## config.mk

```make
export PLATFORM = sky130hd
export DESIGN_NAME = multicast_hash_filter_table
export DESIGN_NICKNAME = d
export VERILOG_FILES = /design/src/rtl/mhft_pkg.sv /design/src/rtl/mhft_crc.sv /design/src/rtl/mhft_cell.sv /design/src/rtl/multicast_hash_filter_table.sv
export SDC_FILE = /design/constraint.sdc
export NUM_CORES = 1
export LEC_CHECK = 0
export BUFFER_PORTS_ARGS = -buffer_cell sky130_fd_sc_hd__buf_4
export CORE_AREA = 2 2 273 275
export DETAILED_ROUTE_END_ITERATION = 16
export DIE_AREA = 0 0 275 277
export PLACE_DENSITY = 0.88
export REMOVE_ABC_BUFFERS = 1
export SKIP_CTS_REPAIR_TIMING = 1
export SLEW_MARGIN = 20
export SYNTH_ARGS = -nofsm -noshare
export SYNTH_HDL_FRONTEND = slang
export SYNTH_SLANG_ARGS = --single-unit
```

## constraint.sdc

```tcl
create_clock -name clk -period 42.4 [get_ports clk]
set_input_delay 8.48 -clock clk [delete_from_list [all_inputs] [get_ports clk]]
set_output_delay 8.48 -clock clk [all_outputs]
set_load 0.005 [all_outputs]
```

## src/rtl/mhft_pkg.sv

```systemverilog
// ----------------------------------------------------------------------------
// mhft_pkg: shared types and constants for the multicast hash filter table
// Group list sizing, CRC-32 byte step, entry and cell control types, codes.
// ----------------------------------------------------------------------------
`default_nettype none

package mhft_pkg;

  localparam int MAX_GROUPS = 32;
  localparam int MAC_W      = 48;
  localparam int HASH_W     = 32;
  localparam int TABLE_W    = 64;
  localparam int GCOUNT_W   = 6;
  localparam int BUCKET_W   = 6;
  localparam int BYTES      = MAC_W / 8;
  localparam int COUNT_W    = $clog2(MAX_GROUPS + 1);
  localparam int IDX_W      = (MAX_GROUPS > 1) ? $clog2(MAX_GROUPS) : 1;
  localparam int BYTE_IDX_W = $clog2(BYTES);

  localparam logic [HASH_W-1:0] CRC_INIT = 32'hffff_ffff;
  localparam logic [HASH_W-1:0] CRC_POLY = 32'h04c1_1db7;

  localparam logic OP_JOIN  = 1'b0;
  localparam logic OP_LEAVE = 1'b1;

  typedef enum logic [1:0] {
    STAT_DONE     = 2'd0,
    STAT_LISTED   = 2'd1,
    STAT_UNLISTED = 2'd2,
    STAT_FULL     = 2'd3
  } result_code_t;

  typedef enum logic [1:0] {
    ST_IDLE,
    ST_CRC,
    ST_SCAN,
    ST_COMMIT
  } state_t;

  typedef struct packed {
    logic              valid;
    logic              tent;
    logic [HASH_W-1:0] hash;
  } entry_t;

  typedef struct packed {
    logic shift;
    logic commit;
    logic cancel;
  } cell_ctrl_t;

  function automatic logic [HASH_W-1:0] crc_byte(input logic [HASH_W-1:0] crc_in,
                                                 input logic [7:0] octet);
    logic [HASH_W-1:0] crc;
    logic              fb;
    crc = crc_in;
    for (int b = 0; b < 8; b++) begin
      fb  = crc[HASH_W-1] ^ octet[b];
      crc = {crc[HASH_W-2:0], 1'b0};
      if (fb) begin
        crc = crc ^ CRC_POLY;
      end
    end
    return crc;
  endfunction

  function automatic logic [TABLE_W-1:0] bucket_bit(input logic [HASH_W-1:0] hash);
    return TABLE_W'(1) << hash[HASH_W-1 -: BUCKET_W];
  endfunction

endpackage

`default_nettype wire

```

## src/rtl/mhft_crc.sv

```systemverilog
// ----------------------------------------------------------------------------
// mhft_crc: byte-serial Ethernet CRC-32 of a group address
// One address byte per cycle, preset all ones, no final inversion.
// ----------------------------------------------------------------------------
`default_nettype none

module mhft_crc
  import mhft_pkg::*;
(
  input  wire logic              clk,
  input  wire logic              rst,
  input  wire logic              start,
  input  wire logic [MAC_W-1:0]  mac_address,
  output logic                   done,
  output logic [HASH_W-1:0]      hash
);

  logic [MAC_W-1:0]      mac_sr;
  logic [BYTE_IDX_W-1:0] byte_cnt;
  logic                  busy;

  always_ff @(posedge clk) begin
    if (rst) begin
      busy     <= 1'b0;
      done     <= 1'b0;
      byte_cnt <= '0;
    end else begin
      done <= 1'b0;
      if (start) begin
        busy     <= 1'b1;
        byte_cnt <= '0;
      end else if (busy) begin
        byte_cnt <= byte_cnt + BYTE_IDX_W'(1);
        if (byte_cnt == BYTE_IDX_W'(BYTES - 1)) begin
          busy <= 1'b0;
          done <= 1'b1;
        end
      end
    end
  end

  always_ff @(posedge clk) begin
    if (start) begin
      mac_sr <= mac_address;
      hash   <= CRC_INIT;
    end else if (busy) begin
      mac_sr <= mac_sr >> 8;
      hash   <= crc_byte(hash, mac_sr[7:0]);
    end
  end

endmodule

`default_nettype wire

```

## src/rtl/mhft_cell.sv

```systemverilog
// ----------------------------------------------------------------------------
// mhft_cell: one slot of the rotating group list
// Takes its neighbor's entry on shift; settles a tentative insert on commit.
// ----------------------------------------------------------------------------
`default_nettype none

module mhft_cell
  import mhft_pkg::*;
(
  input  wire logic       clk,
  input  wire logic       rst,
  input  wire cell_ctrl_t ctrl,
  input  wire entry_t     din,
  output entry_t          dout
);

  logic              valid;
  logic              tent;
  logic [HASH_W-1:0] hash;

  always_ff @(posedge clk) begin
    if (rst) begin
      valid <= 1'b0;
      tent  <= 1'b0;
    end else if (ctrl.shift) begin
      valid <= din.valid;
      tent  <= din.tent;
    end else if (ctrl.commit) begin
      if (ctrl.cancel && tent) begin
        valid <= 1'b0;
      end
      tent <= 1'b0;
    end
  end

  always_ff @(posedge clk) begin
    if (ctrl.shift) begin
      hash <= din.hash;
    end
  end

  assign dout = '{valid: valid, tent: tent, hash: hash};

endmodule

`default_nettype wire

```

## src/rtl/multicast_hash_filter_table.sv

```systemverilog
// ----------------------------------------------------------------------------
// multicast_hash_filter_table: join/leave list of CRC-32 group hashes
// Each accepted beat passes byte-serial CRC, a hand-off, a full rotation of the
// MAX_GROUPS (32) cell ring and a commit before its result beat is presented.
// One request is handled at a time: the next is accepted only after the commit;
// a result beat not yet taken holds the commit of the next request.
// Reset empties the list (occupancy bits cleared); stored hashes are undefined.
// ----------------------------------------------------------------------------
`default_nettype none

module multicast_hash_filter_table
  import mhft_pkg::*;
(
  input  wire logic        clk,
  input  wire logic        rst,
  input  wire logic        s_tvalid,
  output logic             s_tready,
  input  wire logic [47:0] s_tdata,   // mac_address[47:0]
  input  wire logic [0:0]  s_tuser,   // op[0]
  output logic             m_tvalid,
  input  wire logic        m_tready,
  output logic [71:0]      m_tdata,   // hash_table[63:0], multicast_enable[64],
                                      // group_count[70:65], zero[71]
  output logic [1:0]       m_tuser    // status[1:0]
);

  state_t             state, state_next;
  logic               op;
  logic               found;
  logic               inserted;
  logic [IDX_W-1:0]   scan_cnt;
  logic [COUNT_W-1:0] count;
  logic [TABLE_W-1:0] table_acc;

  logic               crc_done;
  logic [HASH_W-1:0]  hash;

  cell_ctrl_t         ctrl;
  entry_t             cell_out [MAX_GROUPS];
  entry_t             head_in, head_out;
  logic               hit, drop, ins;
  logic               out_free;
  logic               accept;

  result_code_t       status_next;
  logic [COUNT_W-1:0] count_next;
  logic [TABLE_W-1:0] table_next;

  logic [MAX_GROUPS-1:0] valid_vec;

  logic [TABLE_W-1:0]  out_table;
  logic [GCOUNT_W-1:0] out_count;
  result_code_t        out_status;

  assign accept   = s_tvalid && s_tready;
  assign out_free = !m_tvalid || m_tready;

  mhft_crc u_crc (
    .clk         (clk),
    .rst         (rst),
    .start       (accept),
    .mac_address (s_tdata[MAC_W-1:0]),
    .done        (crc_done),
    .hash        (hash)
  );

  for (genvar i = 0; i < MAX_GROUPS; i++) begin : g_cell
    entry_t cell_in;
    if (i == 0) begin : g_head
      assign cell_in = head_out;
    end else begin : g_link
      assign cell_in = cell_out[i-1];
    end
    mhft_cell u_cell (
      .clk  (clk),
      .rst  (rst),
      .ctrl (ctrl),
      .din  (cell_in),
      .dout (cell_out[i])
    );
    assign valid_vec[i] = cell_out[i].valid;
  end

  always_comb begin
    head_in  = cell_out[MAX_GROUPS-1];
    head_out = head_in;
    hit      = head_in.valid && !head_in.tent && (head_in.hash == hash);
    drop     = hit && (op == OP_LEAVE);
    ins      = !head_in.valid && (op == OP_JOIN) && !inserted &&
               (count < COUNT_W'(MAX_GROUPS));
    if (drop) begin
      head_out.valid = 1'b0;
    end
    if (ins) begin
      head_out = '{valid: 1'b1, tent: 1'b1, hash: hash};
    end
  end

  always_comb begin
    status_next = STAT_DONE;
    count_next  = count;
    table_next  = table_acc;
    if (op == OP_JOIN) begin
      if (found) begin
        status_next = STAT_LISTED;
      end else if (count >= COUNT_W'(MAX_GROUPS)) begin
        status_next = STAT_FULL;
      end else begin
        count_next = count + COUNT_W'(1);
        table_next = table_acc | bucket_bit(hash);
      end
    end else begin
      if (found) begin
        count_next = count - COUNT_W'(1);
      end else begin
        status_next = STAT_UNLISTED;
      end
    end
  end

  always_ff @(posedge clk) begin
    if (rst) begin
      state <= ST_IDLE;
    end else begin
      state <= state_next;
    end
  end

  always_comb begin
    state_next  = state;
    s_tready    = 1'b0;
    ctrl.shift  = 1'b0;
    ctrl.commit = 1'b0;
    ctrl.cancel = (op == OP_JOIN) && found;
    case (state)
      ST_IDLE: begin
        s_tready = !rst;
        if (s_tvalid) begin
          state_next = ST_CRC;
        end
      end
      ST_CRC: begin
        if (crc_done) begin
          state_next = ST_SCAN;
        end
      end
      ST_SCAN: begin
        ctrl.shift = 1'b1;
        if (scan_cnt == IDX_W'(MAX_GROUPS - 1)) begin
          state_next = ST_COMMIT;
        end
      end
      ST_COMMIT: begin
        if (out_free) begin
          ctrl.commit = 1'b1;
          state_next  = ST_IDLE;
        end
      end
      default: begin
        state_next = ST_IDLE;
      end
    endcase
  end

  always_ff @(posedge clk) begin
    if (rst) begin
      count    <= '0;
      m_tvalid <= 1'b0;
    end else begin
      if (m_tready) begin
        m_tvalid <= 1'b0;
      end
      if (ctrl.commit) begin
        count    <= count_next;
        m_tvalid <= 1'b1;
      end
    end
  end

  always_ff @(posedge clk) begin
    if (accept) begin
      op        <= s_tuser[0];
      found     <= 1'b0;
      inserted  <= 1'b0;
      scan_cnt  <= '0;
      table_acc <= '0;
    end else if (ctrl.shift) begin
      scan_cnt <= scan_cnt + IDX_W'(1);
      found    <= found | hit;
      inserted <= inserted | ins;
      if (head_in.valid && !head_in.tent && !drop) begin
        table_acc <= table_acc | bucket_bit(head_in.hash);
      end
    end
    if (ctrl.commit) begin
      out_status <= status_next;
      out_table  <= table_next;
      out_count  <= GCOUNT_W'(count_next);
    end
  end

  assign m_tdata = {1'b0, out_count, (out_count != '0), out_table};
  assign m_tuser = out_status;

`ifndef ASSERT_OFF
  a_count_bound: assert property (@(posedge clk) disable iff (rst)
    count <= COUNT_W'(MAX_GROUPS))
    else $error("group count above list size");

  a_ring_matches_count: assert property (@(posedge clk) disable iff (rst)
    (state == ST_IDLE) |-> ($countones(valid_vec) == int'(count)))
    else $error("occupied cells disagree with group count");

  a_enable_vs_table: assert property (@(posedge clk) disable iff (rst)
    m_tvalid |-> ((m_tdata[64] == 1'b0) == (m_tdata[63:0] == '0)))
    else $error("enable flag disagrees with filter table");
`endif

endmodule

`default_nettype wire

```

* Word level (Yosys, flattened, before mapping)
Cells that the tools add are included.
Widths: inputs -> output; s select.
** Word-level totals
- Output and inout port bits :: 76
- Input port bits :: 53
- Register bits :: 1326
- Logic and storage cells :: 454
** Operators by class
- $add $sub $neg :: 4
- Bitwise operators :: 22
- Muxes and demuxes :: 181
- Equality and inequality tests :: 10
- $lt $le $gt $ge :: 2
- Reductions and logical operators :: 121
- Shifts and indexed selects :: 2
** Operators with widths (number)
- $mux 32 :: 14
- $mux 27 :: 8
- $mux 64 :: 3
- $mux 1 :: 140
- $or 64x64->64 :: 2
- $shl 1x6->64 const A :: 2
- $not 14->14 :: 8
- $mux 48 :: 2
- $reduce_bool 2->1 :: 35
- $reduce_and 2->1 :: 33
- $logic_and 1x1->1 :: 41
- $mux 34 :: 1
- $eq 32x32->1 :: 1
- $mux 6 :: 4
- $mux 2 :: 8
- $pmux 2 s4 :: 1
- $xor 1x1->1 :: 8
- $add 6x1->6 const B :: 1
- $ge 6x6->1 const B :: 1
- $logic_not 1->1 :: 6
- $lt 6x6->1 const B :: 1
- $ne 2x2->1 const B :: 3
- $reduce_bool 6->1 :: 1
- $sub 6x1->6 const B :: 1
- other kinds (14) :: 17

* Depth between registers and ports, before layout
- Depth in word-level cells :: 30
- Gate-level depth with buffers :: 8
- Gate-level depth less buffers :: 8

* Cells and area by module
Synthesis repeated with hierarchy kept, for this count alone.
** Second synthesis, totals
- Cell total of the unflattened synthesis :: 2307
- Area, all modules :: 45209.6 µm²
** By module, submodules not included
- mhft_cell :: area each 1059.8 µm², instances 32, cells an instance 42, seq. area each 1001.0 µm²
- multicast_hash_filter_table :: area each 7093.1 µm², instances 1, cells an instance 647, seq. area each 3793.6 µm²
- mhft_crc :: area each 4204.0 µm², instances 1, cells an instance 316, seq. area each 2182.1 µm²

* Worst setup path before layout
OpenSTA, ideal clock, no wires.
- Path type :: register -> register
- From :: reg state[0]
- To :: reg table_acc[47]
- Library setup time :: 0.074 ns
- Slack :: 14.401 ns
- Data arrival time :: 27.924 ns
- Cell stages (with the launch flop) :: 9
- Required time :: 42.326 ns
- Buffers on the path :: 2
- Clock period less this slack :: 27.999 ns
- Path through :: dfxtp_1 -> inv_1 -> ha_1 -> buf_2 -> inv_2 -> nor4b_1 -> buf_2 -> nand2_1 -> o21ai_0
** Between the ends
- Cells in the longest elaborated chain, start to end :: 3
- Elaborated cells on any way between the ends :: 6
- Those cells by class :: eq/ne: 1; mux: 2; reduce/logical: 3
** Ends and longest elaborated chain
- from (decl) :: line multicast_hash_filter_table.sv:27 : state_t state, state_next;
- from (signal assigned) :: line multicast_hash_filter_table.sv:125 : state <= state_next;
- $eq 2x2->1 or $logic_not 2->1 (tied branches) :: line multicast_hash_filter_table.sv:135 : case (state)
- $mux 1 :: line multicast_hash_filter_table.sv:135
- $reduce_and 2->1 (no line) or $logic_and 1x1->1 (tied branches)
- to (signal assigned) :: line multicast_hash_filter_table.sv:192 : table_acc <= table_acc | bucket_bit(head_in.hash);
- to (decl) :: line multicast_hash_filter_table.sv:33 : logic [TABLE_W-1:0] table_acc;
Several ways; a longest one is shown, not always the timed one.
A chain may end at the register's enable or synchronous reset.

* Final worst setup path
- From :: in rst
- To :: out s_tready
** Between the ends
- Cells in the longest elaborated chain, start to end :: 2
** Ends and longest elaborated chain
- from (decl) :: line multicast_hash_filter_table.sv:15 : input wire logic rst,
- $logic_not 1->1 :: line multicast_hash_filter_table.sv:137 : s_tready = !rst;
- $mux 1 :: line multicast_hash_filter_table.sv:135
- to (decl) :: line multicast_hash_filter_table.sv:17 : output logic s_tready,
No other way between the ends.

==> flow_metrics.env <==
export IMPL_status="finished clean"
export IMPL_avgViaCountPerCell=5.67
export IMPL_layout_drive_gt1_share_pct=14.8
export IMPL_end_kind="output pin"
export IMPL_fp_row_count=100
export IMPL_critPathTopFamily="buffers and inverters"
export IMPL_switchingPower_mw=0.969
export IMPL_regToRegSetupSlack_ns=37.50
export IMPL_p_leak_nw=17.2
export IMPL_ir_worst_vdd_v=0.0000493
export IMPL_worst_slew_pin_slew_ns=1.08
export IMPL_clockBufferDepth=3
export IMPL_critPathLaunchType="primary input"
export IMPL_min_from="g_cell[17].u_cell.hash[10]"
export IMPL_hold_depth=0
export IMPL_reg2reg_from="state[0]"
export IMPL_hold_end="g_cell[18].u_cell.hash[10]"
export IMPL_finalNetCount=2705
export IMPL_worst_path_max_delay_cell="buf_4"
export IMPL_wl_per_cell_um=21.8
export IMPL_period_needed_ns=17.84
export IMPL_finalSetupTns_ns=0
export IMPL_hold_viol=0
export IMPL_combinationalPowerShare_pct=14.2
export IMPL_period_share_pct=42.1
export IMPL_clkPwrFrac_pct=31.3
export IMPL_crit_chain="buf_4, nor2b_1, buf_4"
export IMPL_crit_type="primary input to output pin"
export IMPL_placed_cells=3486
export IMPL_synth_area_leader_cell="edfxtp_1"
export IMPL_synth_area_top_cells="edfxtp_1, dfxtp_1, nand2_1"
export IMPL_final_core_util_pct=68.7
export IMPL_synth_top_flop_cell="edfxtp_1"
export IMPL_ant_nets=0
export IMPL_grt_pass1_wl_mm=122
export IMPL_first_iter_violations=2721
export IMPL_timing_hold_ws_ns=0.392
export IMPL_setup_ws_ns=24.56
export IMPL_crit_arrival_ns=9.36
export IMPL_rsz0062_at_grt="false"
export IMPL_syn_area_per_cell_um2=18.0
export IMPL_synth_most_common_cell="edfxtp_1"
export IMPL_numPortBuffers=127
export IMPL_root_buffer="clkbuf_16"
export IMPL_path_clk_slew_ns=0.07
export IMPL_die_h_um=277
export IMPL_fmax_ghz=0.0560
export IMPL_synth_top_area_share_pct=77.6
export IMPL_crit_buf_inv=2
export IMPL_finClkSkew_ns=0.0418
export IMPL_clk_latency_ns=0.70
export IMPL_vias=21072
export IMPL_ys_top_cells_by_count="edfxtp_1, nand2_1, dfxtp_1"
export IMPL_cts_tree="yes"
export IMPL_hpwl_mm=42.7
export IMPL_antenna_found_initial=3
export IMPL_async_flop_share_pct=0
export IMPL_grt_max_degree=223
export IMPL_pre_cts_ws_ns=24.57
export IMPL_cts_sinks=1326
export IMPL_core_area_mm2=0.0736
export IMPL_r2r_end="g_cell[7].u_cell.hash[9]"
export IMPL_cts_buffers=120
export IMPL_critPathMostFrequentCell="buf_4"
export IMPL_final_max_slew_viol_count=0
export IMPL_synth_edf_count=1145
export IMPL_htreeDepth=3
export IMPL_max_cap_violations=0
export IMPL_area_growth_pct=14.2
export IMPL_dr_pass1_iters=6
export IMPL_crit_path_max_fanout=81
export IMPL_power_frac_seq_pct=54.5
export IMPL_routed_wl_mm=81.0
export IMPL_crit_required_ns=33.92
export IMPL_place_gp_congestion=0.852
export IMPL_netlist_instances=2456
export IMPL_yosysUniqueCellTypes=60
export IMPL_ys_warn_count=0
export IMPL_maxSlewHeadroom_pct=28.2
export IMPL_drc_errors=0
export IMPL_syn_cell_area_mm2=0.0443
export IMPL_hp_class="flip-flop to flip-flop"
export IMPL_critPathMaxStageDelay_ns=0.60
export IMPL_reg2reg_depth=6
export IMPL_die_area_mm2=0.0762
export IMPL_setup_viol=0
export IMPL_internal_power_mw=2.62
export IMPL_start_util_pct=60.2
export IMPL_track_usage_pct=21.0
export IMPL_p_per_area_mw_per_mm2=71.0
export IMPL_grt_pass1_vias=21005
export IMPL_stdcell_count=3716
export IMPL_die_x_um=275
export IMPL_ys_seq_area_share_pct=85.8
export IMPL_power_share_switching_pct=27.0
export IMPL_globalRouteOverflowTotal=0
export IMPL_ys_seq_elements=1326
export IMPL_io_pins=129
-- sequential cells by signal, indices dropped and copies added (netlist names) --
signal,count
m_tuser,2
out_count,6
table_acc,64
g_cell.u_cell.valid,32
state,2
inserted,1
u_crc.byte_cnt,3
u_crc.done,1
out_table,64
u_crc.mac_sr,48
g_cell.u_cell.tent,32
m_tvalid,1
op,1
found,1
u_crc.busy,1
g_cell.u_cell.hash,1024
u_crc.hash,32
count,6
scan_cnt,5
-- how the worst max path moves through the flow --
stage | start | end | slack, ns | cells after the start
after floorplan | state[0] | table_acc[34] | 7.12 | 6
after global placement | rst | s_tready | 24.60 | 3
after detailed placement | rst | s_tready | 24.57 | 3
after CTS | rst | s_tready | 24.56 | 3
after global routing | rst | s_tready | 24.45 | 3
final | rst | s_tready | 24.56 | 3
-- per-layer routing --
| metal | share of wire (%) | wire length (um) | global-route usage (%) | vias to the layer above |
|---|---|---|---|---|
| met1 | 41 | 32800 | 28.7 | 10458 |
| met3 | 6.4 | 5150 | 3.60 | 188 |
| li1 | - | - | - | 9454 |
| met5 | 0 | 0 | 0 | - |
| met2 | 50 | 40600 | 34.9 | 972 |
| met4 | 2.9 | 2330 | 6.65 | 0 |
-- power by group through the flow --
stage | clock (mW) | sequential [mW] | combinational (mW)
after floorplan | 0 | 2.29 | 0.356
after global placement | 0 | 1.95 | 0.465
after detailed placement | 0 | 1.97 | 0.490
after CTS | 1.14 | 1.96 | 0.501
after global routing | 1.19 | 1.98 | 0.551
final | 1.13 | 1.96 | 0.509
-- final cells by class --
type                    instances  area, um^2
clock inverters                85         906
clock buffers                 142        3260
well taps                     969        1210
multi-input cells             998        5790
fillers                      4276       23000
repair buffers                151        1220
inverters                      44         165
flip-flops and latches       1326       38000
diodes                          1        2.50
-- cell families (layout without fill, tap and decap cells) --
logic type | count (synthesis) | after routing | synth area share (%)
AOI/OAI and AO/OA | 281 | 281 | 3.88
muxes | 36 | 36 | 0.904
adders and majority gates | 11 | 11 | 0.311
other | 1 | 2 | 0.00847
and+or+nand+nor | 567 | 567 | 5.57
buffers and inverters | 132 | 422 | 1.20
xor gates and xnor gates | 102 | 102 | 2.30
DFF | 1326 | 1326 | 85.8
-- placed cells by master, fill, tap and decap left out, types with 5 or more instances in the layout --
| cell | netlist | final |
|---|---|---|
| a211o_1 | 5 | 5 |
| a211oi_1 | 33 | 33 |
| a21o_1 | 44 | 44 |
| a21oi_1 | 80 | 80 |
| and2_1 | 10 | 10 |
| buf_4 | 2 | 144 |
| bufinv_16 | 0 | 14 |
| clkbuf_1 | 64 | 10 |
| clkbuf_16 | 0 | 125 |
| clkbuf_8 | 1 | 7 |
| clkinv_1 | 1 | 20 |
| clkinv_2 | 0 | 27 |
| clkinv_4 | 0 | 5 |
| clkinvlp_4 | 0 | 5 |
| dfxtp_1 | 181 | 181 |
| edfxtp_1 | 1145 | 1145 |
| ha_1 | 11 | 10 |
| inv_1 | 42 | 41 |
| inv_6 | 0 | 6 |
| mux2_2 | 32 | 32 |
| nand2_1 | 316 | 315 |
| nand2b_1 | 8 | 8 |
| nand3_1 | 37 | 37 |
| nand4_1 | 6 | 6 |
| nor2_1 | 97 | 97 |
| nor2b_1 | 22 | 22 |
| nor3_1 | 28 | 28 |
| nor4_1 | 20 | 19 |
| o21ai_0 | 78 | 78 |
| o21ai_1 | 6 | 6 |
| o21bai_1 | 20 | 20 |
| or2_2 | 6 | 6 |
| or3_1 | 5 | 5 |
| xnor2_1 | 54 | 54 |
| xor2_1 | 37 | 37 |
-- through the flow --
step,instance area (um^2),power (mW)
after floorplan,43900,2.65
after global placement,46300,2.42
after detailed placement,46300,2.46
after CTS,50500,3.61
after global routing,50600,3.72
final,50600,3.59
No activity file was read; power rests on OpenSTA's default activity.
